`config.mk`:
```
export PLATFORM = sky130hd
export DESIGN_NAME = cmcp_result_stage_flat
export DESIGN_NICKNAME = d
export VERILOG_FILES = /design/src/rtl/core/cmcp_pkg.sv /design/src/rtl/core/cmcp_result_if.sv /design/src/rtl/core/cmcp_result_stage.sv /design/src/flat_wrapper.sv
export SDC_FILE = /design/constraint.sdc
export NUM_CORES = 1
export LEC_CHECK = 0
export ABC_AREA = 1
export BUFFER_PORTS_ARGS = -buffer_cell sky130_fd_sc_hd__buf_4
export CORE_ASPECT_RATIO = 1.1
export CORE_MARGIN = 10
export CORE_UTILIZATION = 51
export DETAILED_ROUTE_END_ITERATION = 7
export PLACE_DENSITY = 0.74
export SLEW_MARGIN = 20
export SYNTH_ARGS = -nofsm -noshare
export SYNTH_HDL_FRONTEND = slang
export SYNTH_SLANG_ARGS = --single-unit
```
`constraint.sdc`:
```
create_clock -name clk -period 2.1 [get_ports clk]
set_input_delay 0.42 -clock clk [delete_from_list [all_inputs] [get_ports clk]]
set_output_delay 0.42 -clock clk [all_outputs]
set_load 0.02 [all_outputs]
```
`src/rtl/core/cmcp_pkg.sv`:
```
// Package for the cyclic minimum cost path unit.
// Holds the field widths, the register index codes and the cell record type.
// No dependencies.
package cmcp_pkg;

  localparam int COST_W     = 30;
  localparam int SUM_W      = 48;
  localparam int CNT_W      = 11;
  localparam int BUDGET_W   = 40;
  localparam int CFG_IDX_W  = 2;
  localparam int CFG_DATA_W = 40;

  localparam int DEF_MAX_ROWS = 1024;
  localparam int DEF_MAX_COLS = 1024;

  localparam logic [CFG_IDX_W-1:0] REG_ROW_COUNT = 2'd0;
  localparam logic [CFG_IDX_W-1:0] REG_COL_COUNT = 2'd1;
  localparam logic [CFG_IDX_W-1:0] REG_BUDGET    = 2'd2;

  typedef struct packed {
    logic             valid;
    logic             last_col;
    logic             last_cell;
    logic [SUM_W-1:0] sum;
  } cell_sum_t;

endpackage

```
`src/rtl/core/cmcp_result_if.sv`:
```
// Channel that carries one result item per matrix out of the unit.
// Depends on cmcp_pkg.
interface cmcp_result_if import cmcp_pkg::*; ();
  logic             valid;
  logic             ready;
  logic [SUM_W-1:0] min_cost;
  logic             within_budget;

  modport source (output valid, output min_cost, output within_budget, input ready);
  modport sink (input valid, input min_cost, input within_budget, output ready);
endinterface

```
`src/rtl/core/cmcp_result_stage.sv`:
```
// Result stage: running minimum over the last column, pending result register
// and output register with the budget compare. Depends on cmcp_pkg, cmcp_result_if.
module cmcp_result_stage import cmcp_pkg::*; (
  input  logic                clk,
  input  logic                rst,
  input  logic                restart,
  input  logic [BUDGET_W-1:0] budget,
  input  cell_sum_t           cell_sum,
  output logic                take,
  cmcp_result_if.source       result_out
);

  logic [SUM_W-1:0] run_min, r_min, cand;
  logic             rv, o_valid, out_load;

  assign out_load         = !o_valid || result_out.ready;
  assign take             = cell_sum.valid && (!cell_sum.last_cell || !rv || out_load);
  assign cand             = (cell_sum.sum < run_min) ? cell_sum.sum : run_min;
  assign result_out.valid = o_valid;

  always_ff @(posedge clk) begin
    if (rst || restart) begin
      run_min <= '1;
    end else if (take && cell_sum.last_col) begin
      run_min <= cell_sum.last_cell ? '1 : cand;
    end
  end

  always_ff @(posedge clk) begin
    if (rst) begin
      rv <= 1'b0;
    end else if (take && cell_sum.last_cell) begin
      rv <= 1'b1;
    end else if (out_load) begin
      rv <= 1'b0;
    end
  end

  always_ff @(posedge clk) begin
    if (take && cell_sum.last_cell) begin
      r_min <= cand;
    end
  end

  always_ff @(posedge clk) begin
    if (rst) begin
      o_valid <= 1'b0;
    end else if (out_load) begin
      o_valid <= rv;
    end
  end

  always_ff @(posedge clk) begin
    if (out_load) begin
      result_out.min_cost      <= r_min;
      result_out.within_budget <= (r_min <= {{(SUM_W - BUDGET_W){1'b0}}, budget});
    end
  end

endmodule

```
`src/flat_wrapper.sv`:
```
// flat-port wrapper written by rule: the top's interface ports become plain ports
module cmcp_result_stage_flat import cmcp_pkg::*;
  (clk, rst, restart, budget, cell_sum, take, result_out_valid, result_out_min_cost, result_out_within_budget, result_out_ready);
  cmcp_result_if result_out_i ();
  input  logic clk;
  input  logic rst;
  input  logic restart;
  input  logic [BUDGET_W-1:0] budget;
  input  cell_sum_t cell_sum;
  output logic take;
  output wire logic [$bits(result_out_i.valid)-1:0] result_out_valid;
  output wire logic [$bits(result_out_i.min_cost)-1:0] result_out_min_cost;
  output wire logic [$bits(result_out_i.within_budget)-1:0] result_out_within_budget;
  input wire logic [$bits(result_out_i.ready)-1:0] result_out_ready;
  assign result_out_valid = result_out_i.valid;
  assign result_out_min_cost = result_out_i.min_cost;
  assign result_out_within_budget = result_out_i.within_budget;
  assign result_out_i.ready = result_out_ready;
  cmcp_result_stage u_core (.clk(clk), .rst(rst), .restart(restart), .budget(budget), .cell_sum(cell_sum), .take(take), .result_out(result_out_i));
endmodule
```
# Yosys cells after proc, flatten, opt, wreduce, memory -nomap -nowiden
# Cells that the tools add are included.
word_totals:
  regBits: 147
  out_inout_bits: 51
  input_bits: 95
  wordCells: 23
classes:
  n_mux: 4
  n_reduce_logical: 11
  n_lt_le_gt_ge: 2
op_table:
  columns: ["op", "n"]
  rows:
  - ["$mux W48", 2]
  - ["$le A48 B40 Y1", 1]
  - ["$lt A48 B48 Y1", 1]
  - ["$logic_or A1 B1 Y1", 4]
  - ["$logic_and A1 B1 Y1", 3]
  - ["$logic_not A1 Y1", 3]
  - ["$mux W1", 2]
  - ["$reduce_bool A2 Y1", 1]

# Longest topological paths before layout
# Gate-level depths: netlist (run 1).
logic_depth:
  depth_word: 6
  depth_mapped: 18

# Worst setup path after synthesis (run 1)
# OpenSTA, ideal clock, no wires.
synth_path:
  kind: "register to register"
  from: "register u_core.o_valid (netlist: u_core.result_out.valid)"
  to: "register u_core.r_min[0], enable pin"
  arrival_time_ps: 1828
  path_stages_with_launch: 8
  setup_time_ps: 402
  path_slack_ps: -131
  path_cell_list: "dfxtp_1 > inv_1 > nor2_1 > nand2_1 > o21ai_0 > inv_1 > nand2_1 > inv_1"
synth_between:
  elab_chain_len: 5
synth_lines:
  columns: ["element", "line", "source"]
  rows:
  - ["start, declared", "cmcp_result_stage.sv:14", "logic rv, o_valid, out_load;"]
  - ["start signal, assigned", "cmcp_result_stage.sv:49", "o_valid <= rv;"]
  - ["$logic_not A1 Y1", "cmcp_result_stage.sv:16", "assign out_load = !o_valid || result_out.ready;"]
  - ["$logic_or A1 B1 Y1", "cmcp_result_stage.sv:16", null]
  - ["$logic_or A1 B1 Y1", "cmcp_result_stage.sv:17", "assign take = cell_sum.valid && (!cell_sum.last_cell || !rv || out_load);"]
  - ["$logic_and A1 B1 Y1", "cmcp_result_stage.sv:17", null]
  - ["named net take", "flat_wrapper.sv:10", "output logic take;"]
  - ["$logic_and A1 B1 Y1", "cmcp_result_stage.sv:40", "if (take && cell_sum.last_cell) begin"]
  - ["end signal, assigned", "cmcp_result_stage.sv:41", "r_min <= cand;"]
  - ["end, declared", "cmcp_result_stage.sv:13", "logic [SUM_W-1:0] run_min, r_min, cand;"]
# The timed path passes the listed nets, and every way through them passes these cells.
# A chain may end at the register's enable or synchronous reset.

# Worst setup path after layout (run 1)
layout_path:
  from: "register u_core.run_min[42]"
  to: "register u_core.run_min[33]"
layout_between:
  elab_chain_len: 3
layout_lines:
  columns: ["element", "line", "source"]
  rows:
  - ["start, declared", "cmcp_result_stage.sv:13", null]
  - ["start signal, assigned", "cmcp_result_stage.sv:25", "run_min <= cell_sum.last_cell ? '1 : cand;"]
  - ["$lt A48 B48 Y1", "cmcp_result_stage.sv:18", "assign cand = (cell_sum.sum < run_min) ? cell_sum.sum : run_min;"]
  - ["$mux W48", "cmcp_result_stage.sv:18", null]
  - ["$mux W48", "cmcp_result_stage.sv:25", null]
# Every way passes these cells.

==> flow_metrics.py, run 1 <==
metrics = {
    "status": {
        "status": "finished with violations",
        "violations": "negative setup slack",
    },
    "power_and_ir_drop": {
        "switchingPower_w": 0.00202,
        "p_leak_nw": 5.59,
        "switching_share_pct": 25.0,
        "p_total_w": 0.00809,
        "intPower_w": 0.00607,
        "power_density_nw_per_um2": 698,
        "ir_worst_vdd_uv": 508,
        "seq_power_share_pct": 41.1,
        "power_frac_clock_pct": 42.7,
        "power_frac_comb_pct": 16.2,
    },
    "setup_path": {
        "cp-startpoint": "u_core.run_min[42]$_SDFFE_PP1P_",
        "critPathSlowestCell": "dfxtp_2",
        "crit_fanout": 12,
        "crit_type": "reg2reg",
        "crit_buf_inv": 3,
        "end_kind": "register",
        "worstPathCellList": "inv_1 > ha_4 > nand4_1 > nor2_4 > nand2_4 > nor2_2 > nand2_2 > nand2_2 > nor2_4 > buf_12 > buf_4 > nand3_2 > nand3_1 > nand2_1 > nand2_1",
        "max_stage_delay_ps": 330,
        "crit_family": "simple AND/OR/NAND/NOR gates",
        "cp.arrival_ps": 2550,
        "crit_required_ps": 2420,
        "worstSetupStartpointType": "register",
        "rr_startpoint": "u_core.run_min[42]$_SDFFE_PP1P_",
    },
    "detailed_routing": {
        "drtIter0Drc": 537,
        "wire_per_inst_um": 18.6,
        "via_count": 7283,
        "drtPass1Iterations": 6,
        "drtAntennaViolNets": 0,
        "drcViolationCount": 0,
        "wirelength_um": 24700,
        "routed_via_density": 5.48,
    },
    "clock_network": {
        "clockBufferDepth": 2,
        "hold_buffers": 0,
        "cts_num_sinks": 147,
        "cts_tree": "yes",
        "clk-insertion-delay-late_ps": 430,
        "cts.clk_slew.worst_paths_ps": 60,
        "clockRootBuffer": "clkbuf_16",
        "cts_buffers": 17,
        "cts_max_level": 4,
    },
    "sta": {
        "layout_setup_ws_ps": -129,
        "tightest_slew_ps": 647,
        "period_minus_slack_ps": 2230,
        "drv_slew": 0,
        "max_freq_mhz": 449,
        "rsz0062_at_grt": "yes",
        "fin_skew_ps": 8.64,
        "period_share_pct": 106,
        "max_slew_margin_pct": 56.9,
        "finalSetupViolCount": 86,
        "fin_tns_setup_ps": -3430,
        "hold_viol_final": 0,
    },
    "logic_synthesis": {
        "seq_area_frac_synth_pct": 48.6,
        "ys.warnings.count": 0,
        "synth_area_um2": 8060,
        "syn_inst": 905,
        "synth_top_area_cell": "edfxtp_1",
        "ys_ff_latch": 147,
        "synth_area_leaders": "edfxtp_1, ha_1, dfxtp_1, nand2_1, a21oi_1",
        "syn_nets": 1087,
        "synth_top_area_share_pct": 36.2,
        "synthDistinctLibCells": 30,
        "syn_avg_cell_area_um2": 8.90,
    },
    "die": {
        "rows": 48,
        "boundaryPins": 146,
        "core_area_um2": 15600,
        "initial_core_util_pct": 51.6,
        "die_x_um": 140,
        "die_y_um": 152,
        "die-area_um2": 21200,
    },
    "finish": {
        "syn_to_final_growth_pct": 44.0,
        "nFillCells": 1042,
        "fin_area_um2": 11600,
        "multiInputGateArea_um2": 4290,
        "seq_area_um2": 3970,
        "diodes": 0,
        "fin_cells": 1329,
        "final_layout_size_suffix_gt1_share_pct": 41.6,
        "final_nets": 1298,
    },
    "min_path": {
        "hp-start": "rst",
        "holdCritPathClass": "in2reg",
    },
    "placed_design": {
        "dpl.cell_count": 1276,
        "gp_congestion": 0.856,
        "pre_cts_slack_ps": -269,
        "dpl-instance-area_um2": 9800,
        "io_buffers": 145,
        "hpwl_um": 15300,
    },
    "global_routing": {
        "grt_antenna_before_repair": 2,
        "grt_pass1_wl_um": 35300,
        "grt_pass1_vias": 7019,
        "global_route.usage.total_pct": 20.3,
        "grt_max_degree": 50,
        "overflow": 0,
    },
    "run": {
        "cap_violations": 0,
    },
}
==> worst register-to-register path, stage by stage (launching register included) <==
cell and delay (ps):
dfxtp_2 330, inv_1 70, ha_4 270, nand4_1 170, nor2_4 190, nand2_4 90, nor2_2 110, nand2_2 60
nand2_2 70, nor2_4 60, buf_12 160, buf_4 160, nand3_2 90, nand3_1 110, nand2_1 120, nand2_1 50
==> area by class of cell <==
cell class | count | share of cell area (%)
inverter | 115 | 3.75
clock buffer | 19 | 3.73
timing repair buffer | 227 | 17.1
clock inverter | 13 | 2.00
multi-input combinational | 608 | 37.0
tap | 200 | 2.16
sequential | 147 | 34.2
==> layer usage <==
metal / GRT usage (%) / share of wire (%)
met1: 24.1 / 39
met2: 33.7 / 50
met3: 5.83 / 7.9
met4: 7.92 / 3.1
met5: 0 / 0.053
==> stage by stage <==
stage               hold slack (ps)  utilization, %
CTS                             159            69.2
floorplan                       426               -
global placement                433            62.8
detailed placement              436            62.8
global route                    168            74.3
finish                          162            74.3
==> state kept, by name, indices dropped and copies added, names as in the netlist <==
signal and cells:
u_core.r_min 48, u_core.result_out.within_budget 1, u_core.run_min 48, u_core.result_out.valid 1
u_core.rv 1, u_core.result_out.min_cost 48
==> layout by cell type, fill, tap and decap left out, types with 12 or more instances in the layout <==
master	count
nand2_1	206
buf_4	205
edfxtp_1	97
inv_1	96
a21oi_1	78
nand3_1	65
ha_1	56
nand2_2	49
dfxtp_2	43
nand3_2	33
ha_4	31
clkbuf_16	21
inv_2	18
nor2_1	15
nand2_4	14
buf_12	13
nand4_1	12
==> worst paths after layout <==
path / end / slack (ps) / cells after the start
max: u_core.run_min[33]$_SDFFE_PP1P_ / -130 / 15
min: u_core.result_out.valid$_SDFFE_PP0P_ / 160 / 2
max reg2reg: u_core.run_min[33]$_SDFFE_PP1P_ / -130 / 15
min reg2reg: u_core.result_out.min_cost[40]$_DFFE_PP_ / 450 / 0
==> cells in the mapped netlist <==
library cell	instances
ha_1	87
nor3_2	1
or2_2	1
a211o_1	1
dfxtp_1	50
a21oi_1	89
buf_4	2
o21a_1	3
nand3b_1	1
nor2_4	1
o21ai_0	11
nor4_1	1
buf_6	5
buf_2	9
buf_8	2
edfxtp_1	97
o211ai_1	2
clkbuf_1	17
nor2_1	20
nand2_1	246
inv_1	115
nand4_1	12
a31oi_1	1
nand2_4	1
nand3_1	89
a21o_1	1
nor3_1	6
and2_1	1
nand3_2	10
nand2_2	23
==> logic make-up after synthesis <==
family	share of synthesized area (%)
compound gates	6.96
fa+ha+maj	13.5
buf+inv	7.97
flops	48.6
simple gates	23.0
==> what timing repair did <==
action | 4_1_cts | 5_1_grt
setup endpoints to repair | 97 | 97
pin swaps | 12 | 39
gates cloned | 2 | 4
buffers inserted | 4 | 11
resized for setup | 55 | 150
==> power by group through the flow <==
stage | Sequential [W] | Combinational (W) | Clock [W]
after floorplan | 0.00343 | 0.000524 | 0
after global placement | 0.00337 | 0.00105 | 0
after detailed placement | 0.00338 | 0.00108 | 0
after CTS | 0.00332 | 0.00115 | 0.00347
after global routing | 0.00334 | 0.00143 | 0.00359
final | 0.00333 | 0.00131 | 0.00346
Note: power is estimated with default switching activity, not from simulation.
==> run 2: changes to the inputs <==
--- a/config.mk
+++ b/config.mk
@@ -5,13 +5,12 @@
 export SDC_FILE = /design/constraint.sdc
 export NUM_CORES = 1
 export LEC_CHECK = 0
-export ABC_AREA = 1
 export BUFFER_PORTS_ARGS = -buffer_cell sky130_fd_sc_hd__buf_4
 export CORE_ASPECT_RATIO = 1.1
 export CORE_MARGIN = 10
-export CORE_UTILIZATION = 51
+export CORE_UTILIZATION = 50
 export DETAILED_ROUTE_END_ITERATION = 7
-export PLACE_DENSITY = 0.74
+export PLACE_DENSITY = 0.73
 export SLEW_MARGIN = 20
 export SYNTH_ARGS = -nofsm -noshare
 export SYNTH_HDL_FRONTEND = slang
==> flow_metrics.py, run 2 <==
metrics = {
    "logic_synthesis": {
        "synthXorXnorAreaFrac_pct": 0,
        "syn_nets": 776,
        "syn_avg_cell_area_um2": 12.3,
        "synth_top_family_by_area": "adder cells",
        "ys_ff_latch": 147,
        "ys.warnings.count": 0,
        "synth_compound_area_share_pct": 12.8,
        "synth_area_um2": 7330,
        "synth_area_leaders": "edfxtp_1, ha_1, dfxtp_1, mux2_2, o32a_1",
        "synthSimpleGateAreaFrac_pct": 5.46,
        "synth_adder_area_share_pct": 14.8,
        "syn_inst": 594,
        "synth_ff_type": "edfxtp_1",
        "synth-edff-count": 97,
        "synth_top_area_cell": "edfxtp_1",
        "seq_area_frac_synth_pct": 53.4,
        "synthDistinctLibCells": 39,
        "muxShareOfSynthArea_pct": 7.37,
        "async_flop_share_pct": 0,
        "netlist_top_cells_count": "edfxtp_1, inv_1, ha_1",
        "synth_top_area_share_pct": 39.7,
        "yosysMostFrequentCell": "edfxtp_1",
    },
    "clock_network": {
        "cts_num_sinks": 147,
        "cts_buffers": 17,
        "cts_tree": "yes",
        "clockBufferDepth": 2,
        "cts.clk_slew.worst_paths_ps": 60,
        "clk-insertion-delay-late_ps": 430,
        "clockRootBuffer": "clkbuf_16",
        "cts_max_level": 4,
    },
    "finish": {
        "final_cell_mix": "buf_4, edfxtp_1, inv_1, ha_1, o32a_1",
        "nFillCells": 909,
        "final_layout_size_suffix_gt1_share_pct": 47.7,
        "fin_util_pct": 75.9,
        "top_regs": "u_core.r_min x48, u_core.result_out.min_cost x48, u_core.run_min x48",
        "fin_area_um2": 10900,
        "syn_to_final_growth_pct": 49.0,
        "final_common_cell": "buf_4",
        "seq_area_um2": 3940,
        "final_nets": 1055,
        "multiInputGateArea_um2": 3500,
        "diodes": 0,
    },
    "global_routing": {
        "grt_max_degree": 51,
        "global_route.usage.total_pct": 20.5,
        "grt_pass1_vias": 6276,
        "grt_antenna_before_repair": 0,
        "grt_pass1_wl_um": 32300,
        "overflow": 0,
    },
    "power_and_ir_drop": {
        "switching_share_pct": 23.0,
        "power_frac_clock_pct": 42.7,
        "power_density_nw_per_um2": 671,
        "intPower_w": 0.00564,
        "seq_power_share_pct": 44.3,
        "p_total_w": 0.00733,
        "switchingPower_w": 0.00169,
        "p_leak_nw": 5.26,
        "power_frac_comb_pct": 13.0,
        "ir_worst_vdd_uv": 539,
    },
    "sta": {
        "hold_viol_final": 0,
        "finalSetupViolCount": 97,
        "fin_tns_setup_ps": -50630,
        "fin_skew_ps": 7.24,
        "period_minus_slack_ps": 2720,
        "layout_setup_ws_ps": -621,
        "tightest_slew_ps": 703,
        "max_slew_margin_pct": 53.1,
        "whs_ps": 180,
        "max_freq_mhz": 368,
        "drv_slew": 0,
        "rsz0062_at_grt": "yes",
        "period_share_pct": 130,
    },
    "die": {
        "die_x_um": 135,
        "core_area_um2": 14400,
        "rows": 46,
        "die_y_um": 147,
        "initial_core_util_pct": 51.0,
        "boundaryPins": 146,
        "die-area_um2": 19900,
    },
    "setup_path": {
        "crit_required_ps": 2290,
        "cp.depth": 11,
        "cp.arrival_ps": 2910,
        "crit_family": "buffers and inverters",
        "end_kind": "register",
        "worstPathCellList": "inv_1 > ha_1 > and4_1 > a221oi_2 > buf_4 > o2111ai_4 > buf_6 > nor2_4 > buf_12 > clkbuf_16 > mux2_2",
        "crit_fanout": 6,
        "r2r_cells": 11,
        "max_stage_delay_ps": 340,
        "crit_buf_inv": 5,
        "crit_type": "reg2reg",
        "critPathSlowestCell": "mux2_2",
        "worstSetupStartpointType": "register",
    },
    "detailed_routing": {
        "wire_per_inst_um": 19.7,
        "drtPass1Iterations": 5,
        "via_count": 5825,
        "routed_via_density": 5.40,
        "wirelength_um": 21300,
        "drtIter0Drc": 298,
        "drcViolationCount": 0,
        "drtAntennaViolNets": 0,
    },
    "min_path": {
        "min_path_cells": 2,
        "holdCritPathClass": "in2reg",
    },
    "status": {
        "status": "finished with violations",
        "violations": "negative setup slack",
    },
    "placed_design": {
        "hpwl_um": 14700,
        "gp_congestion": 0.845,
        "io_buffers": 145,
        "dpl-instance-area_um2": 9740,
    },
    "run": {
        "cap_violations": 0,
    },
}
## run 2: power groups by stage
stage                     logic, W  clock network (W)  registers (W)
final                     0.000953            0.00313        0.00324
after global routing       0.00103            0.00328        0.00325
after CTS                 0.000921            0.00314        0.00324
after detailed placement  0.000881                  0        0.00330
after global placement    0.000854                  0        0.00330
after floorplan           0.000332                  0        0.00336
## run 2: final timing paths
check | startpoint | end | slack, ps
setup / recovery | u_core.run_min[13]$_SDFFE_PP1P_ | u_core.r_min[22]$_DFFE_PP_ | -620
setup reg to reg | u_core.run_min[13]$_SDFFE_PP1P_ | u_core.r_min[22]$_DFFE_PP_ | -620
hold / removal | rst | u_core.result_out.valid$_SDFFE_PP0P_ | 180
hold reg to reg | u_core.r_min[0]$_DFFE_PP_ | u_core.result_out.min_cost[0]$_DFFE_PP_ | 450
## run 2: through the flow
| stage | setup slack, ps | std cells |
|---|---|---|
| floorplan | -410 | 594 |
| global route | -692 | 1078 |
| global placement | -892 | 1034 |
| finish | -621 | 1078 |
| CTS | -589 | 1070 |
| detailed placement | -948 | 1034 |
## run 2: cell type report
| cell class | count | share of cell area, % |
|---|---|---|
| multi-input cells | 336 | 32.0 |
| well taps | 192 | 2.20 |
| clock inverters | 10 | 1.19 |
| inverters | 91 | 3.13 |
| repair buffers | 280 | 21.1 |
| flip-flops and latches | 147 | 36.0 |
| clock buffers | 22 | 4.34 |
## run 2: cells by family after synthesis
kind of cell / count (synthesis)
buffers and inverters: 111
DFF: 147
and+or+nand+nor: 80
muxes: 48
AOI/OAI and AO/OA: 121
adders and majority gates: 87
## run 2: per-layer routing
| layer | global-route usage [%] | share of wire (%) | up-vias |
|---|---|---|---|
| li1 | - | - | 2791 |
| met1 | 22.6 | 39 | 2844 |
| met2 | 36.8 | 53 | 160 |
| met3 | 5.46 | 5.7 | 30 |
| met4 | 7.49 | 1.8 | 0 |
| met5 | 0 | 0 | - |
## run 2: repair_timing
action / CTS / global route
pin swaps: 12 / 28
cloned: 2 / 5
hold endpoints to repair: 0 / 0
setup endpoints to repair: 97 / 97
hold buffers: 0 / 0
buffers inserted: 2 / 4
gates resized for setup: 50 / 38
==> run 3: changes to the inputs <==
--- a/config.mk
+++ b/config.mk
@@ -7,7 +7,6 @@
 export LEC_CHECK = 0
 export BUFFER_PORTS_ARGS = -buffer_cell sky130_fd_sc_hd__buf_4
 export CORE_ASPECT_RATIO = 1.1
-export CORE_MARGIN = 10
 export CORE_UTILIZATION = 50
 export DETAILED_ROUTE_END_ITERATION = 7
 export PLACE_DENSITY = 0.73
==> flow_metrics.py, run 3 (synthesized netlist as in run 2, its figures left out) <==
metrics = {
    "status": {
        "status": "finished with violations",
        "violations": "negative setup slack",
    },
    "detailed_routing": {
        "wire_per_inst_um": 21.5,
        "routed_via_density": 5.74,
        "drtAntennaViolNets": 0,
        "wirelength_um": 23600,
        "drtPass1Iterations": 5,
        "drtIter0Drc": 455,
        "drcViolationCount": 0,
        "via_count": 6299,
    },
    "setup_path": {
        "end_kind": "register",
        "worstPathCellList": "inv_2 > ha_4 > and4_1 > and4b_2 > nand3_4 > o32ai_4 > buf_6 > a211oi_4 > buf_6 > buf_12 > o32a_1",
        "max_stage_delay_ps": 390,
        "cp.arrival_ps": 3140,
        "crit_fanout": 10,
        "crit_type": "reg2reg",
        "critPathSlowestCell": "o32ai_4",
        "cpMostUsedCell": "buf_6",
        "worstSetupStartpointType": "register",
        "crit_required_ps": 2400,
        "ff2ff_setup_slack_ps": -740,
    },
    "global_routing": {
        "grt_max_degree": 51,
        "grt_pass1_wl_um": 32400,
        "overflow": 0,
        "grt_antenna_before_repair": 1,
        "global_route.usage.total_pct": 28.0,
        "grt_pass1_vias": 6502,
    },
    "placed_design": {
        "gp_congestion": 0.856,
        "dpl-instance-area_um2": 9720,
        "hpwl_um": 13800,
        "pre_cts_slack_ps": -847,
        "io_buffers": 145,
    },
    "sta": {
        "fin_tns_setup_ps": -62840,
        "tightest_slew_ps": 729,
        "fin_skew_ps": 9.11,
        "layout_setup_ws_ps": -739,
        "max_slew_margin_pct": 51.4,
        "finalSetupViolCount": 97,
        "drv_slew": 0,
        "rsz0062_at_grt": "yes",
        "period_minus_slack_ps": 2840,
        "max_freq_mhz": 352,
        "period_share_pct": 135,
        "hold_viol_final": 0,
        "whs_ps": 200,
    },
    "die": {
        "boundaryPins": 146,
        "die-area_um2": 15200,
        "rows": 46,
        "die_y_um": 129,
        "die_x_um": 117,
        "core_area_um2": 14400,
        "initial_core_util_pct": 51.0,
    },
    "power_and_ir_drop": {
        "p_leak_nw": 5.38,
        "power_frac_clock_pct": 41.4,
        "power_density_nw_per_um2": 648,
        "switching_share_pct": 23.5,
        "switchingPower_w": 0.00172,
        "ir_worst_vdd_uv": 522,
        "intPower_w": 0.00561,
        "power_frac_comb_pct": 14.3,
        "seq_power_share_pct": 44.3,
    },
    "finish": {
        "final_nets": 1074,
        "final_common_cell": "buf_4",
        "final_layout_size_suffix_gt1_share_pct": 50.3,
        "syn_to_final_growth_pct": 54.4,
        "final_cell_mix": "buf_4, edfxtp_1, inv_1, ha_1, o32a_1",
        "fin_area_um2": 11300,
        "diodes": 0,
        "top_regs": "u_core.r_min x48, u_core.result_out.min_cost x48, u_core.run_min x48",
        "fin_util_pct": 78.7,
    },
    "clock_network": {
        "clockBufferDepth": 2,
        "clk-insertion-delay-late_ps": 430,
        "cts_buffers": 17,
        "clockRootBuffer": "clkbuf_16",
        "cts.clk_slew.worst_paths_ps": 60,
        "cts_num_sinks": 147,
        "cts_tree": "yes",
        "cts_max_level": 4,
    },
    "run": {
        "cap_violations": 0,
    },
    "min_path": {
        "holdCritPathClass": "in2reg",
    },
}
run 3: power groups by stage:
stage          Clock [W]  Sequential (W)  Combinational (W)
2_1_floorplan          0         0.00336           0.000332
3_3_place_gp           0         0.00330           0.000847
3_5_place_dp           0         0.00330           0.000882
4_1_cts          0.00306         0.00325           0.000964
5_1_grt          0.00318         0.00326            0.00111
6_report         0.00304         0.00325            0.00105
run 3: timing repair:
item	4_1_cts	5_1_grt
hold buffers	0	0
resized for setup	63	46
pin swaps	24	39
setup buffers	13	6
endpoints found under the setup margin	97	97
gates cloned	7	9
hold endpoints to repair	0	0
run 3: per-layer routing:
layer | track usage (%) | wire length (um)
met1 | 30.7 | 8830
met2 | 50.7 | 12400
met3 | 5.90 | 1350
met4 | 16.4 | 964
met5 | 0 | 13
run 3: final cells by class:
class / instances / area [um2]
Inverter: 91 / 342
Multi-Input combinational cell: 336 / 3570
Sequential cell: 147 / 3940
Clock buffer: 19 / 443
Fill cell: 820 / 3070
Clock inverter: 13 / 140
Timing Repair Buffer: 299 / 2650
Tap cell: 192 / 240
run 3: final timing paths:
| check | start | end | cells past startpoint |
|---|---|---|---|
| setup / recovery | u_core.run_min[39]$_SDFFE_PP1P_ | u_core.run_min[29]$_SDFFE_PP1P_ | 11 |
| hold / removal | rst | u_core.result_out.valid$_SDFFE_PP0P_ | 2 |
| setup reg to reg | u_core.run_min[39]$_SDFFE_PP1P_ | u_core.run_min[29]$_SDFFE_PP1P_ | 11 |
| hold reg to reg | u_core.r_min[0]$_DFFE_PP_ | u_core.result_out.min_cost[0]$_DFFE_PP_ | 0 |
run 3: worst max-delay path, delay by kind of cell (launching register included):
family / cells / cell delay [ps]
compound gates: 3 / 810
simple gates: 3 / 720
flops: 1 / 360
fa+ha+maj: 1 / 260
buf+inv: 4 / 550
run 3: per-stage QoR:
| step | total power (W) | std cells |
|---|---|---|
| detailed placement | 0.00419 | 1031 |
| floorplan | 0.00369 | 594 |
| CTS | 0.00727 | 1083 |
| global route | 0.00754 | 1097 |
| finish | 0.00733 | 1097 |
| global placement | 0.00415 | 1031 |
